**config.mk**
```make
export PLATFORM = sky130hd
export DESIGN_NAME = deterministic_primality_test_unit
export DESIGN_NICKNAME = d
export VERILOG_FILES = /design/src/sv/dpt_pkg.sv /design/src/sv/dpt_mulmod.sv /design/src/sv/deterministic_primality_test_unit.sv
export SDC_FILE = /design/constraint.sdc
export NUM_CORES = 1
export LEC_CHECK = 0
export ABC_AREA = 1
export BUFFER_PORTS_ARGS = -buffer_cell sky130_fd_sc_hd__buf_4
export CORE_MARGIN = 2
export CORE_UTILIZATION = 30
export CTS_CLUSTER_SIZE = 10
export DETAILED_ROUTE_END_ITERATION = 10
export GPL_TIMING_DRIVEN = 1
export SLEW_MARGIN = 15
export SYNTH_ARGS = -nofsm -noshare
export SYNTH_HDL_FRONTEND = slang
export SYNTH_SLANG_ARGS = --single-unit
export TNS_END_PERCENT = 30
```
**constraint.sdc**
```tcl
create_clock -name clk -period 17.1 [get_ports clk]
set_input_delay 0.855 -clock clk [delete_from_list [all_inputs] [get_ports clk]]
set_output_delay 0.855 -clock clk [all_outputs]
set_load 0.02 [all_outputs]
```
**src/sv/dpt_pkg.sv**
```systemverilog
// Shared widths and the witness table of the primality test unit.
package dpt_pkg;
	localparam int NUM_WIDTH = 63;
	// The multiplier operand that is scanned bit-serially must also hold the widest witness.
	localparam int MB_W  = (NUM_WIDTH > 31) ? NUM_WIDTH : 31;
	localparam int MC_W  = $clog2(MB_W + 1);
	localparam int SC_W  = $clog2(NUM_WIDTH + 1);
	localparam int NUM_BASES = 7;
	localparam int K_W   = 3;

	typedef logic [NUM_WIDTH-1:0] num_t;
	typedef logic [MB_W-1:0]      mb_t;

	function automatic mb_t base_val(input logic [K_W-1:0] k);
		mb_t v;
		case (k)
			3'd0: v = MB_W'(31'd2);
			3'd1: v = MB_W'(31'd325);
			3'd2: v = MB_W'(31'd9375);
			3'd3: v = MB_W'(31'd28178);
			3'd4: v = MB_W'(31'd450775);
			3'd5: v = MB_W'(31'd9780504);
			3'd6: v = MB_W'(31'd1795265022);
			default: v = MB_W'(31'd2);
		endcase
		return v;
	endfunction
endpackage

```
**src/sv/dpt_mulmod.sv**
```systemverilog
// Bit-serial modular multiplier: one bit of b per cycle, most significant bit first.
module dpt_mulmod import dpt_pkg::*; (
	input  logic clk,
	input  logic arst_n,
	input  logic start,
	input  num_t a,
	input  mb_t  b,
	input  num_t n,
	output logic done,
	output num_t res
);
	num_t                 acc_q;
	num_t                 a_q;
	mb_t                  b_q;
	logic [MC_W-1:0]      cnt_q;
	logic                 busy_q;
	logic                 done_q;
	logic [NUM_WIDTH+1:0] t;
	logic [NUM_WIDTH+1:0] nn;
	logic [NUM_WIDTH+1:0] n2;
	logic [NUM_WIDTH+1:0] r;

	// The accumulator stays below n and a is below n, so 2*acc + a is below 3n.
	always_comb begin
		nn = {2'b00, n};
		n2 = {1'b0, n, 1'b0};
		t  = {1'b0, acc_q, 1'b0} + (b_q[MB_W-1] ? {2'b00, a_q} : '0);
		if (t >= n2) begin
			r = t - n2;
		end else if (t >= nn) begin
			r = t - nn;
		end else begin
			r = t;
		end
	end

	always_ff @(posedge clk or negedge arst_n) begin
		if (!arst_n) begin
			busy_q <= 1'b0;
			done_q <= 1'b0;
			cnt_q  <= '0;
		end else begin
			done_q <= 1'b0;
			if (start) begin
				busy_q <= 1'b1;
				cnt_q  <= '0;
			end else if (busy_q) begin
				cnt_q <= cnt_q + 1'b1;
				if (cnt_q == MC_W'(MB_W - 1)) begin
					busy_q <= 1'b0;
					done_q <= 1'b1;
				end
			end
		end
	end

	always_ff @(posedge clk) begin
		if (start) begin
			acc_q <= '0;
			a_q   <= a;
			b_q   <= b;
		end else if (busy_q) begin
			acc_q <= r[NUM_WIDTH-1:0];
			b_q   <= {b_q[MB_W-2:0], 1'b0};
		end
	end

	assign done = done_q;
	assign res  = acc_q;
endmodule

```
**src/sv/deterministic_primality_test_unit.sv**
```systemverilog
// Top level of the deterministic primality test unit (seven-witness Miller-Rabin).
//
//  channel | handshake           | payload
//  input   | in_valid / in_stall   | number   (63 bits)
//  output  | out_valid / out_stall | is_prime (1 bit)
//
// A modular product is issued by the sequencer and then run in the bit-serial multiplier.
// Numbers below 4 and even numbers go straight to the result; others take up to 7 witnesses of
// at most 124 products each, fewer when a witness fails early.
// Reset clears the sequencer and the output slot; no clearing pass is needed.
// A finished result waits in the output register while the next number is taken in;
// the sequencer holds its own result only if that register is still occupied.
module deterministic_primality_test_unit import dpt_pkg::*; (
	input  logic clk,
	input  logic arst_n,
	input  logic in_valid,
	output logic in_stall,
	input  logic [NUM_WIDTH-1:0] number,
	output logic out_valid,
	input  logic out_stall,
	output logic is_prime
);
	localparam logic [3:0] S_IDLE  = 4'd0;
	localparam logic [3:0] S_SPLIT = 4'd1;
	localparam logic [3:0] S_RED   = 4'd2;
	localparam logic [3:0] S_REDW  = 4'd3;
	localparam logic [3:0] S_SQ    = 4'd4;
	localparam logic [3:0] S_SQW   = 4'd5;
	localparam logic [3:0] S_ML    = 4'd6;
	localparam logic [3:0] S_MLW   = 4'd7;
	localparam logic [3:0] S_CHK   = 4'd8;
	localparam logic [3:0] S_LOOP  = 4'd9;
	localparam logic [3:0] S_LW    = 4'd10;
	localparam logic [3:0] S_FIN   = 4'd11;

	logic [3:0]      state_q;
	num_t            n_q;
	num_t            nm1_q;
	num_t            d_q;
	num_t            e_q;
	num_t            x_q;
	num_t            acc_q;
	logic [SC_W-1:0] s_q;
	logic [SC_W-1:0] i_q;
	logic [SC_W-1:0] cnt_q;
	logic [K_W-1:0]  k_q;
	logic            res_q;
	logic            out_vld_q;
	logic            prime_q;

	logic            m_start;
	num_t            m_a;
	mb_t             m_b;
	logic            m_done;
	num_t            m_res;
	logic            acc_one;
	logic            acc_nm1;
	logic            accept;

	assign acc_one = (acc_q == NUM_WIDTH'(1));
	assign acc_nm1 = (acc_q == nm1_q);
	assign in_stall = (state_q != S_IDLE);
	assign accept   = in_valid && !in_stall;

	always_comb begin
		m_start = 1'b0;
		m_a     = acc_q;
		m_b     = MB_W'(acc_q);
		case (state_q)
			S_RED: begin
				m_start = 1'b1;
				m_a     = NUM_WIDTH'(1);
				m_b     = base_val(k_q);
			end
			S_SQ: begin
				m_start = (cnt_q != SC_W'(NUM_WIDTH)) && !acc_one;
			end
			S_ML: begin
				m_start = e_q[NUM_WIDTH-1];
				m_a     = x_q;
			end
			S_LOOP: begin
				m_start = (i_q < s_q) && !acc_nm1;
			end
			default: begin
				m_start = 1'b0;
			end
		endcase
	end

	dpt_mulmod u_mul (
		.clk    (clk),
		.arst_n (arst_n),
		.start  (m_start),
		.a      (m_a),
		.b      (m_b),
		.n      (n_q),
		.done   (m_done),
		.res    (m_res)
	);

	always_ff @(posedge clk or negedge arst_n) begin
		if (!arst_n) begin
			state_q   <= S_IDLE;
			out_vld_q <= 1'b0;
		end else begin
			if (state_q == S_FIN && (!out_vld_q || !out_stall)) begin
				// The slot is free, or its result is transferred in this cycle.
				out_vld_q <= 1'b1;
			end else if (out_vld_q && !out_stall) begin
				out_vld_q <= 1'b0;
			end
			case (state_q)
				S_IDLE: begin
					if (accept) begin
						if (number[NUM_WIDTH-1:2] == '0 || !number[0]) begin
							state_q <= S_FIN;
						end else begin
							state_q <= S_SPLIT;
						end
					end
				end
				S_SPLIT: begin
					if (d_q[0]) begin
						state_q <= S_RED;
					end
				end
				S_RED:  state_q <= S_REDW;
				S_REDW: begin
					if (m_done) begin
						state_q <= S_SQ;
					end
				end
				S_SQ: begin
					if (cnt_q == SC_W'(NUM_WIDTH)) begin
						state_q <= S_CHK;
					end else if (acc_one) begin
						state_q <= S_ML;
					end else begin
						state_q <= S_SQW;
					end
				end
				S_SQW: begin
					if (m_done) begin
						state_q <= S_ML;
					end
				end
				S_ML: begin
					state_q <= e_q[NUM_WIDTH-1] ? S_MLW : S_SQ;
				end
				S_MLW: begin
					if (m_done) begin
						state_q <= S_SQ;
					end
				end
				S_CHK: begin
					if (acc_q <= NUM_WIDTH'(1)) begin
						state_q <= (k_q == '0) ? S_FIN : S_RED;
					end else begin
						state_q <= S_LOOP;
					end
				end
				S_LOOP: begin
					if ((i_q < s_q) && !acc_nm1) begin
						state_q <= S_LW;
					end else if (!acc_nm1 || k_q == '0) begin
						state_q <= S_FIN;
					end else begin
						state_q <= S_RED;
					end
				end
				S_LW: begin
					if (m_done) begin
						state_q <= S_LOOP;
					end
				end
				S_FIN: begin
					if (!out_vld_q || !out_stall) begin
						state_q <= S_IDLE;
					end
				end
				default: state_q <= S_IDLE;
			endcase
		end
	end

	always_ff @(posedge clk) begin
		case (state_q)
			S_IDLE: begin
				n_q   <= number;
				nm1_q <= number - NUM_WIDTH'(1);
				d_q   <= number - NUM_WIDTH'(1);
				s_q   <= '0;
				k_q   <= K_W'(NUM_BASES - 1);
				res_q <= (number[NUM_WIDTH-1:2] == '0) ? number[1] : 1'b0;
			end
			S_SPLIT: begin
				if (!d_q[0]) begin
					d_q <= {1'b0, d_q[NUM_WIDTH-1:1]};
					s_q <= s_q + 1'b1;
				end
			end
			S_REDW: begin
				if (m_done) begin
					x_q   <= m_res;
					acc_q <= NUM_WIDTH'(1);
					e_q   <= d_q;
					cnt_q <= '0;
				end
			end
			S_SQW: begin
				if (m_done) begin
					acc_q <= m_res;
				end
			end
			S_ML: begin
				if (!e_q[NUM_WIDTH-1]) begin
					e_q   <= {e_q[NUM_WIDTH-2:0], 1'b0};
					cnt_q <= cnt_q + 1'b1;
				end
			end
			S_MLW: begin
				if (m_done) begin
					acc_q <= m_res;
					e_q   <= {e_q[NUM_WIDTH-2:0], 1'b0};
					cnt_q <= cnt_q + 1'b1;
				end
			end
			S_CHK: begin
				i_q <= SC_W'(1);
				if (acc_q <= NUM_WIDTH'(1)) begin
					if (k_q == '0) begin
						res_q <= 1'b1;
					end else begin
						k_q <= k_q - 1'b1;
					end
				end
			end
			S_LOOP: begin
				if (!((i_q < s_q) && !acc_nm1)) begin
					if (!acc_nm1) begin
						res_q <= 1'b0;
					end else if (k_q == '0) begin
						res_q <= 1'b1;
					end else begin
						k_q <= k_q - 1'b1;
					end
				end
			end
			S_LW: begin
				if (m_done) begin
					acc_q <= m_res;
					i_q   <= i_q + 1'b1;
				end
			end
			S_FIN: begin
				if (!out_vld_q || !out_stall) begin
					prime_q <= res_q;
				end
			end
			default: begin
			end
		endcase
	end

	assign out_valid = out_vld_q;
	assign is_prime  = prime_q;
endmodule
```
==> results of run 1 <==
final timing paths:
check / start / to / slack, ns / cells past startpoint
max: u_mul.b_q[62] / u_mul.res[59] / 9.38 / 28
min: arst_n / state_q[1] / 0.04 / 1
max reg2reg: u_mul.b_q[62] / u_mul.res[59] / 9.38 / 28
min reg2reg: res_q / is_prime / 0.49 / 0
max in group asynchronous: arst_n / u_mul.busy_q / 16.85 / 1
min in group clk: number[61] / n_q[61] / 0.42 / 1
Yosys cell counts (26+ instances only):
cell type / n
sky130_fd_sc_hd__nor3_1: 50
sky130_fd_sc_hd__dfxtp_1: 63
sky130_fd_sc_hd__buf_2: 32
sky130_fd_sc_hd__xor2_1: 131
sky130_fd_sc_hd__nand2_1: 1432
sky130_fd_sc_hd__nand4_1: 71
sky130_fd_sc_hd__ha_1: 207
sky130_fd_sc_hd__nor4_1: 33
sky130_fd_sc_hd__o21bai_1: 43
sky130_fd_sc_hd__o21ai_0: 385
sky130_fd_sc_hd__nand3_1: 244
sky130_fd_sc_hd__xnor2_1: 102
sky130_fd_sc_hd__edfxtp_1: 527
sky130_fd_sc_hd__a31oi_1: 26
sky130_fd_sc_hd__a21oi_1: 379
sky130_fd_sc_hd__o31ai_1: 29
sky130_fd_sc_hd__clkbuf_1: 71
sky130_fd_sc_hd__nor2_1: 669
sky130_fd_sc_hd__inv_1: 920
cell type report:
type	instances	area (um^2)	area share, %
flip-flops and latches	603	17400	36.9
repair buffers	105	788	1.67
inverters	931	3500	7.42
well taps	1876	2350	4.98
clock inverters	16	199	0.422
multi-input cells	4001	20900	44.3
clock buffers	103	2000	4.25
diodes	2	5.00	0.0106
cell families (layout without fill, tap and decap cells):
family                     Yosys count  in the layout  synth area share (%)
xor gates and xnor gates           233            233                  4.83
buffers and inverters             1047           1155                  9.58
AOI/OAI and AO/OA                  961            961                  12.6
adders and majority gates          210            210                  6.27
and+or+nand+nor                   2597           2597                  25.6
other                                0              2                     0
DFF                                603            603                  41.2
per-stage QoR:
stage | util, % | area, um^2 | std cells | hold slack, ns | worst slack [ns]
after floorplan | - | 42300 | 5651 | 0.421 | 7.45
after global placement | 32.2 | 44900 | 7516 | 0.481 | 9.53
after detailed placement | 32.2 | 44900 | 7516 | 0.479 | 9.61
after CTS | 33.7 | 47100 | 7635 | 0.0124 | 9.60
after global routing | 33.7 | 47100 | 7635 | 0.0381 | 8.76
final | 33.8 | 47200 | 7637 | 0.0413 | 9.38
sequential cells by signal, summed over array words and instances, names as in the netlist, 63 cells and up:
signal	flops
acc_q	63
d_q	63
u_mul.b_q	63
u_mul.res	63
n_q	63
u_mul.a_q	63
e_q	63
nm1_q	63
x_q	63
placed cells by master (no fill, tap or decap), types with 29 or more instances in the layout:
cell type	Yosys	routed
sky130_fd_sc_hd__nand3_1	244	244
sky130_fd_sc_hd__o21ai_0	385	384
sky130_fd_sc_hd__nor4_1	33	32
sky130_fd_sc_hd__ha_1	207	207
sky130_fd_sc_hd__xnor2_1	102	102
sky130_fd_sc_hd__edfxtp_1	527	527
sky130_fd_sc_hd__o21bai_1	43	43
sky130_fd_sc_hd__xor2_1	131	131
sky130_fd_sc_hd__o31ai_1	29	29
sky130_fd_sc_hd__nand2_1	1432	1430
sky130_fd_sc_hd__a21oi_1	379	376
sky130_fd_sc_hd__dfxtp_1	63	63
sky130_fd_sc_hd__clkbuf_16	0	75
sky130_fd_sc_hd__nor2_1	669	665
sky130_fd_sc_hd__buf_4	5	105
sky130_fd_sc_hd__inv_1	920	917
sky130_fd_sc_hd__nand4_1	71	71
sky130_fd_sc_hd__nor3_1	50	50
routing by layer:
metal	wire length [um]	track usage (%)	up-vias	share of wire, %
met4	8900	10.7	2	4.5
met3	19500	6.54	301	9.8
li1	-	-	18600	-
met1	87000	38.0	19200	44
met2	83400	40.0	1843	42
met5	8	0	-	0.0040
critical path, delay by kind of cell, from the launching register on:
family / cells / cell delay (ns)
AO/OA/AOI/OAI: 3 / 1.12
XOR/XNOR: 1 / 0.60
adder cells (fa/ha/maj): 3 / 1.09
buffers and inverters: 5 / 1.62
flip-flops: 1 / 0.32
AND/OR/NAND/NOR: 16 / 2.72
==> run_results.csv, run 1 <==
group,metric,value,unit
logic_synthesis,synth.largest_area_cell,"sky130_fd_sc_hd__edfxtp_1",
die,ios,70,
logic_synthesis,synth_cells,5651,
drt,initialDrtViolationCount,4760,
logic_synthesis,synth.top_cells.by_area,"sky130_fd_sc_hd__edfxtp_1, sky130_fd_sc_hd__nand2_1, sky130_fd_sc_hd__inv_1",
drt,detail-route-antenna-nets,0,
logic_synthesis,synthDistinctLibCells,59,
clock_network,max-clock-path-buffers,3,
critical_path,crit_path_max_incr_delay,0.73,ns
layout,fillers,15100,
placed_design,finalWeightedCongestion,1.12,
critical_path,timing.critical_path.to_type,"flop",
flow_run,max_cap_violations,0,
min_path,worst_hold_path_type,"in -> async",
logic_synthesis,synthesis.nets,5928,
drt,wl_per_cell,26.0,um
critical_path,critPathMaxFanout,63,
global_routing,largest_net_degree_at_the_start_of_global_routing,78,
logic_synthesis,number_of_synthesized_flops_with_an_enable_pin,527,
critical_path,arrival_time_of_data_at_the_critical_path_endpoint,8.24,ns
global_routing,vias_in_the_first_global_route,37200,
critical_path,cp_data_required_time,17.62,ns
logic_synthesis,yosys_warn_count,0,
logic_synthesis,mappedNetlistArea,0.0423,mm^2
clock_network,clkTransAtPathRegs,0.06,ns
logic_synthesis,postSynthAreaPerCell,7.48,um^2
die,fp.coreArea,0.140,mm^2
sta,slew_of_the_pin_with_the_lowest_slew_margin,1.27,ns
die,die-area,0.144,mm^2
die,core.rowCount,137,
layout,area_growth,11.5,%
clock_network,post_cts_buffers,0,
clock_network,holdBufCountCts,0,
die,die_h,379,um
logic_synthesis,synth-seq-area-share,41.2,%
sta,final.setup.tns,0,ns
clock_network,clkLatencyLatePin,0.66,ns
global_routing,grt_pass1_wl,276000,um
logic_synthesis,synthDominantCellAreaShare,37.4,%
critical_path,cpMostUsedCell,"sky130_fd_sc_hd__nand2_1",
placed_design,place.detailed.hpwl,165000,um
sta,finalWorstPathRequiredPeriod,7.72,ns
drt,dr.pass1.iters,6,
die,initial_utilization,30.3,%
die,fp.dieW,379,um
critical_path,cp_slowest_cell,"sky130_fd_sc_hd__o21ai_0",
sta,timing.max_slew.rel_slack,14.3,%
sta,timing.final.hold_violations,0,
layout,drive_above_1_share,5.11,%
drt,vias,40000,
global_routing,global_route.usage.total,27.1,%
drt,routed_via_density,5.24,
status,status,"finished clean",
layout,layout.nets,5994,
logic_synthesis,ys_dominant_reg_cell,"sky130_fd_sc_hd__edfxtp_1",
critical_path,startpoint_type,"flop",
sta,rsz0062_at_grt,"false",
sta,timing.final.setup_violations,0,
global_routing,antenna_found_initial,9,
clock_network,cts_tree,"yes",
critical_path,critical_path_class,"reg -> reg",
clock_network,cts_root_buffer,"sky130_fd_sc_hd__clkbuf_16",
clock_network,cts_made_buffers,75,
logic_synthesis,ys_ff_latch,603,
sta,finalMaxSlewViolations,0,
sta,worst_clock_skew,0.0418,ns
drt,drt_wl_total,199000,um
clock_network,h-tree-depth,3,
sta,fin_crit_sh,45.1,%
sta,max_freq,0.130,GHz
global_routing,grt_remaining_overflow,0,
placed_design,place.port_buffers,69,
drt,drc,0,
clock_network,clkSinkCount,603,
clock_network,post_cts.resized_instances,0,
logic_synthesis,async_flop_share,2.16,%
Power of run 1 is not shown: default switching activity piles up to over one toggle a cycle in this logic, so the estimate is an artifact.
==> run 2: changes to the inputs <==
==> constraint.sdc (replaced) <==
create_clock -name clk -period 6.9 [get_ports clk]
set_input_delay 0.345 -clock clk [delete_from_list [all_inputs] [get_ports clk]]
set_output_delay 0.345 -clock clk [all_outputs]
set_load 0.02 [all_outputs]
==> run 2 against run 1 <==
  * Register-to-register slack worse by 9.0 ns
  * Clock-buffer cell count up 8
  * Sequential share of layout area down 0.90 points
  * Utilization up 0.84 points
  * Clock skew up 0.017 ns
  * Worst hold slack better by 0.051 ns
  * Global-route usage up 0.29 points
  * Die area unchanged
==> run_results.csv, run 2 (same netlist as run 1, synthesis figures left out) <==
group,metric,value,unit
layout,area_growth,14.3,%
drt,vias,40400,
clock_network,clkTransAtPathRegs,0.06,ns
critical_path,kind_of_cell_adding_the_most_delay_to_the_critical_path,"simple AND/OR/NAND/NOR gates",
sta,timing.final.hold_violations,0,
critical_path,timing.critical_path.to_type,"flop",
die,die_h,379,um
placed_design,place.detailed.hpwl,167000,um
critical_path,worst-r2r-cell-count,34,
layout,fin_util,34.6,%
drt,initialDrtViolationCount,4443,
die,core.rowCount,137,
global_routing,vias_in_the_first_global_route,37900,
drt,dr.pass1.iters,6,
sta,finalMaxSlewViolations,0,
critical_path,number_of_cells_on_the_critical_path,34,
critical_path,critical_path_class,"reg -> reg",
critical_path,crit_path_max_incr_delay,0.56,ns
die,ios,70,
die,die-area,0.144,mm^2
status,status,"finished clean",
sta,worst_hold_slack,0.0926,ns
drt,wl_per_cell,25.9,um
clock_network,clkLatencyLatePin,0.68,ns
flow_run,max_cap_violations,0,
sta,final.setup.tns,0,ns
sta,max_freq,0.155,GHz
layout,layout.nets,6105,
die,fp.dieW,379,um
sta,rsz0062_at_grt,"false",
sta,timing.final.setup_violations,0,
drt,routed_via_density,5.20,
global_routing,antenna_found_initial,7,
critical_path,rrSetupSlack,0.43,ns
sta,timing.max_slew.rel_slack,26.5,%
layout,drive_above_1_share,5.80,%
die,initial_utilization,30.3,%
layout,final_common_cell,"sky130_fd_sc_hd__nand2_1",
global_routing,global_route.usage.total,27.4,%
drt,drc,0,
critical_path,cp_num_buf_inv,6,
placed_design,place.port_buffers,69,
critical_path,cp_data_required_time,7.43,ns
sta,slew_of_the_pin_with_the_lowest_slew_margin,1.07,ns
clock_network,max-clock-path-buffers,3,
global_routing,grt_pass1_wl,280000,um
layout,most-common-layout-cells,"sky130_fd_sc_hd__nand2_1, sky130_fd_sc_hd__inv_1, sky130_fd_sc_hd__nor2_1",
critical_path,arrival_time_of_data_at_the_critical_path_endpoint,7.00,ns
die,fp.coreArea,0.140,mm^2
drt,detail-route-antenna-nets,0,
global_routing,largest_net_degree_at_the_start_of_global_routing,78,
min_path,worst_hold_path_type,"in -> async",
sta,fin_crit_sh,93.8,%
clock_network,h-tree-depth,3,
sta,finalWorstPathRequiredPeriod,6.47,ns
global_routing,grt_remaining_overflow,0,
drt,drt_wl_total,201000,um
critical_path,cp_slowest_cell,"sky130_fd_sc_hd__ha_1",
critical_path,startpoint_type,"flop",
critical_path,crit-reg2reg-launch,"u_mul.b_q[62]",
clock_network,clkSinkCount,603,
clock_network,cts_made_buffers,74,
placed_design,finalWeightedCongestion,1.05,
critical_path,cpMostUsedCell,"sky130_fd_sc_hd__nand2_1",
critical_path,cp-startpoint,"u_mul.b_q[62]",
critical_path,critPathMaxFanout,63,
clock_network,cts_tree,"yes",
sta,worst_clock_skew,0.0584,ns
clock_network,cts_root_buffer,"sky130_fd_sc_hd__clkbuf_16",
run 2: cell count changes in the layout (fill, tap and decap cells not counted), moves of 3 or more:
cell,change
sky130_fd_sc_hd__clkbuf_1,+7
sky130_fd_sc_hd__bufinv_16,+3
sky130_fd_sc_hd__buf_12,+6
sky130_fd_sc_hd__clkinv_2,-5
sky130_fd_sc_hd__buf_4,+41
sky130_fd_sc_hd__dlygate4sd3_1,+65
run 2: layout make-up:
cell class | instances | area (um^2)
multi-input cells | 4001 | 20900
clock buffers | 111 | 2040
repair buffers | 217 | 1870
fillers | 14900 | 91400
inverters | 931 | 3500
diodes | 3 | 7.51
clock inverters | 12 | 245
flip-flops and latches | 603 | 17400
well taps | 1876 | 2350
run 2: metal layers:
| layer | vias up | global-route usage (%) | routed length (um) |
|---|---|---|---|
| met5 | - | 0 | 46 |
| met4 | 6 | 9.10 | 7440 |
| met3 | 262 | 4.51 | 16500 |
| met2 | 1756 | 42.1 | 87600 |
| met1 | 19500 | 38.9 | 89200 |
| li1 | 18800 | - | - |
run 2: what timing repair did:
action,in CTS,in global routing
hold buffers,65,0
setup endpoints to repair,0,6
resized for setup,0,2
hold endpoints to repair,77,0
setup buffers,0,0
run 2: metrics by stage:
stage	cells	worst slack, ns	cell area [um^2]
after CTS	7751	0.430	48300
after floorplan	5651	1.74	42300
after global placement	7563	0.460	45400
after global routing	7751	0.120	48300
final	7754	0.428	48300
after detailed placement	7563	0.455	45400
run 2: path summary, 6_finish.rpt:
path / end
max: u_mul.res[56]
max in group asynchronous: u_mul.busy_q
min in group clk: state_q[3]
max reg2reg: u_mul.res[56]
min reg2reg: is_prime
min: state_q[1]
Power of run 2 is left out for the same reason.
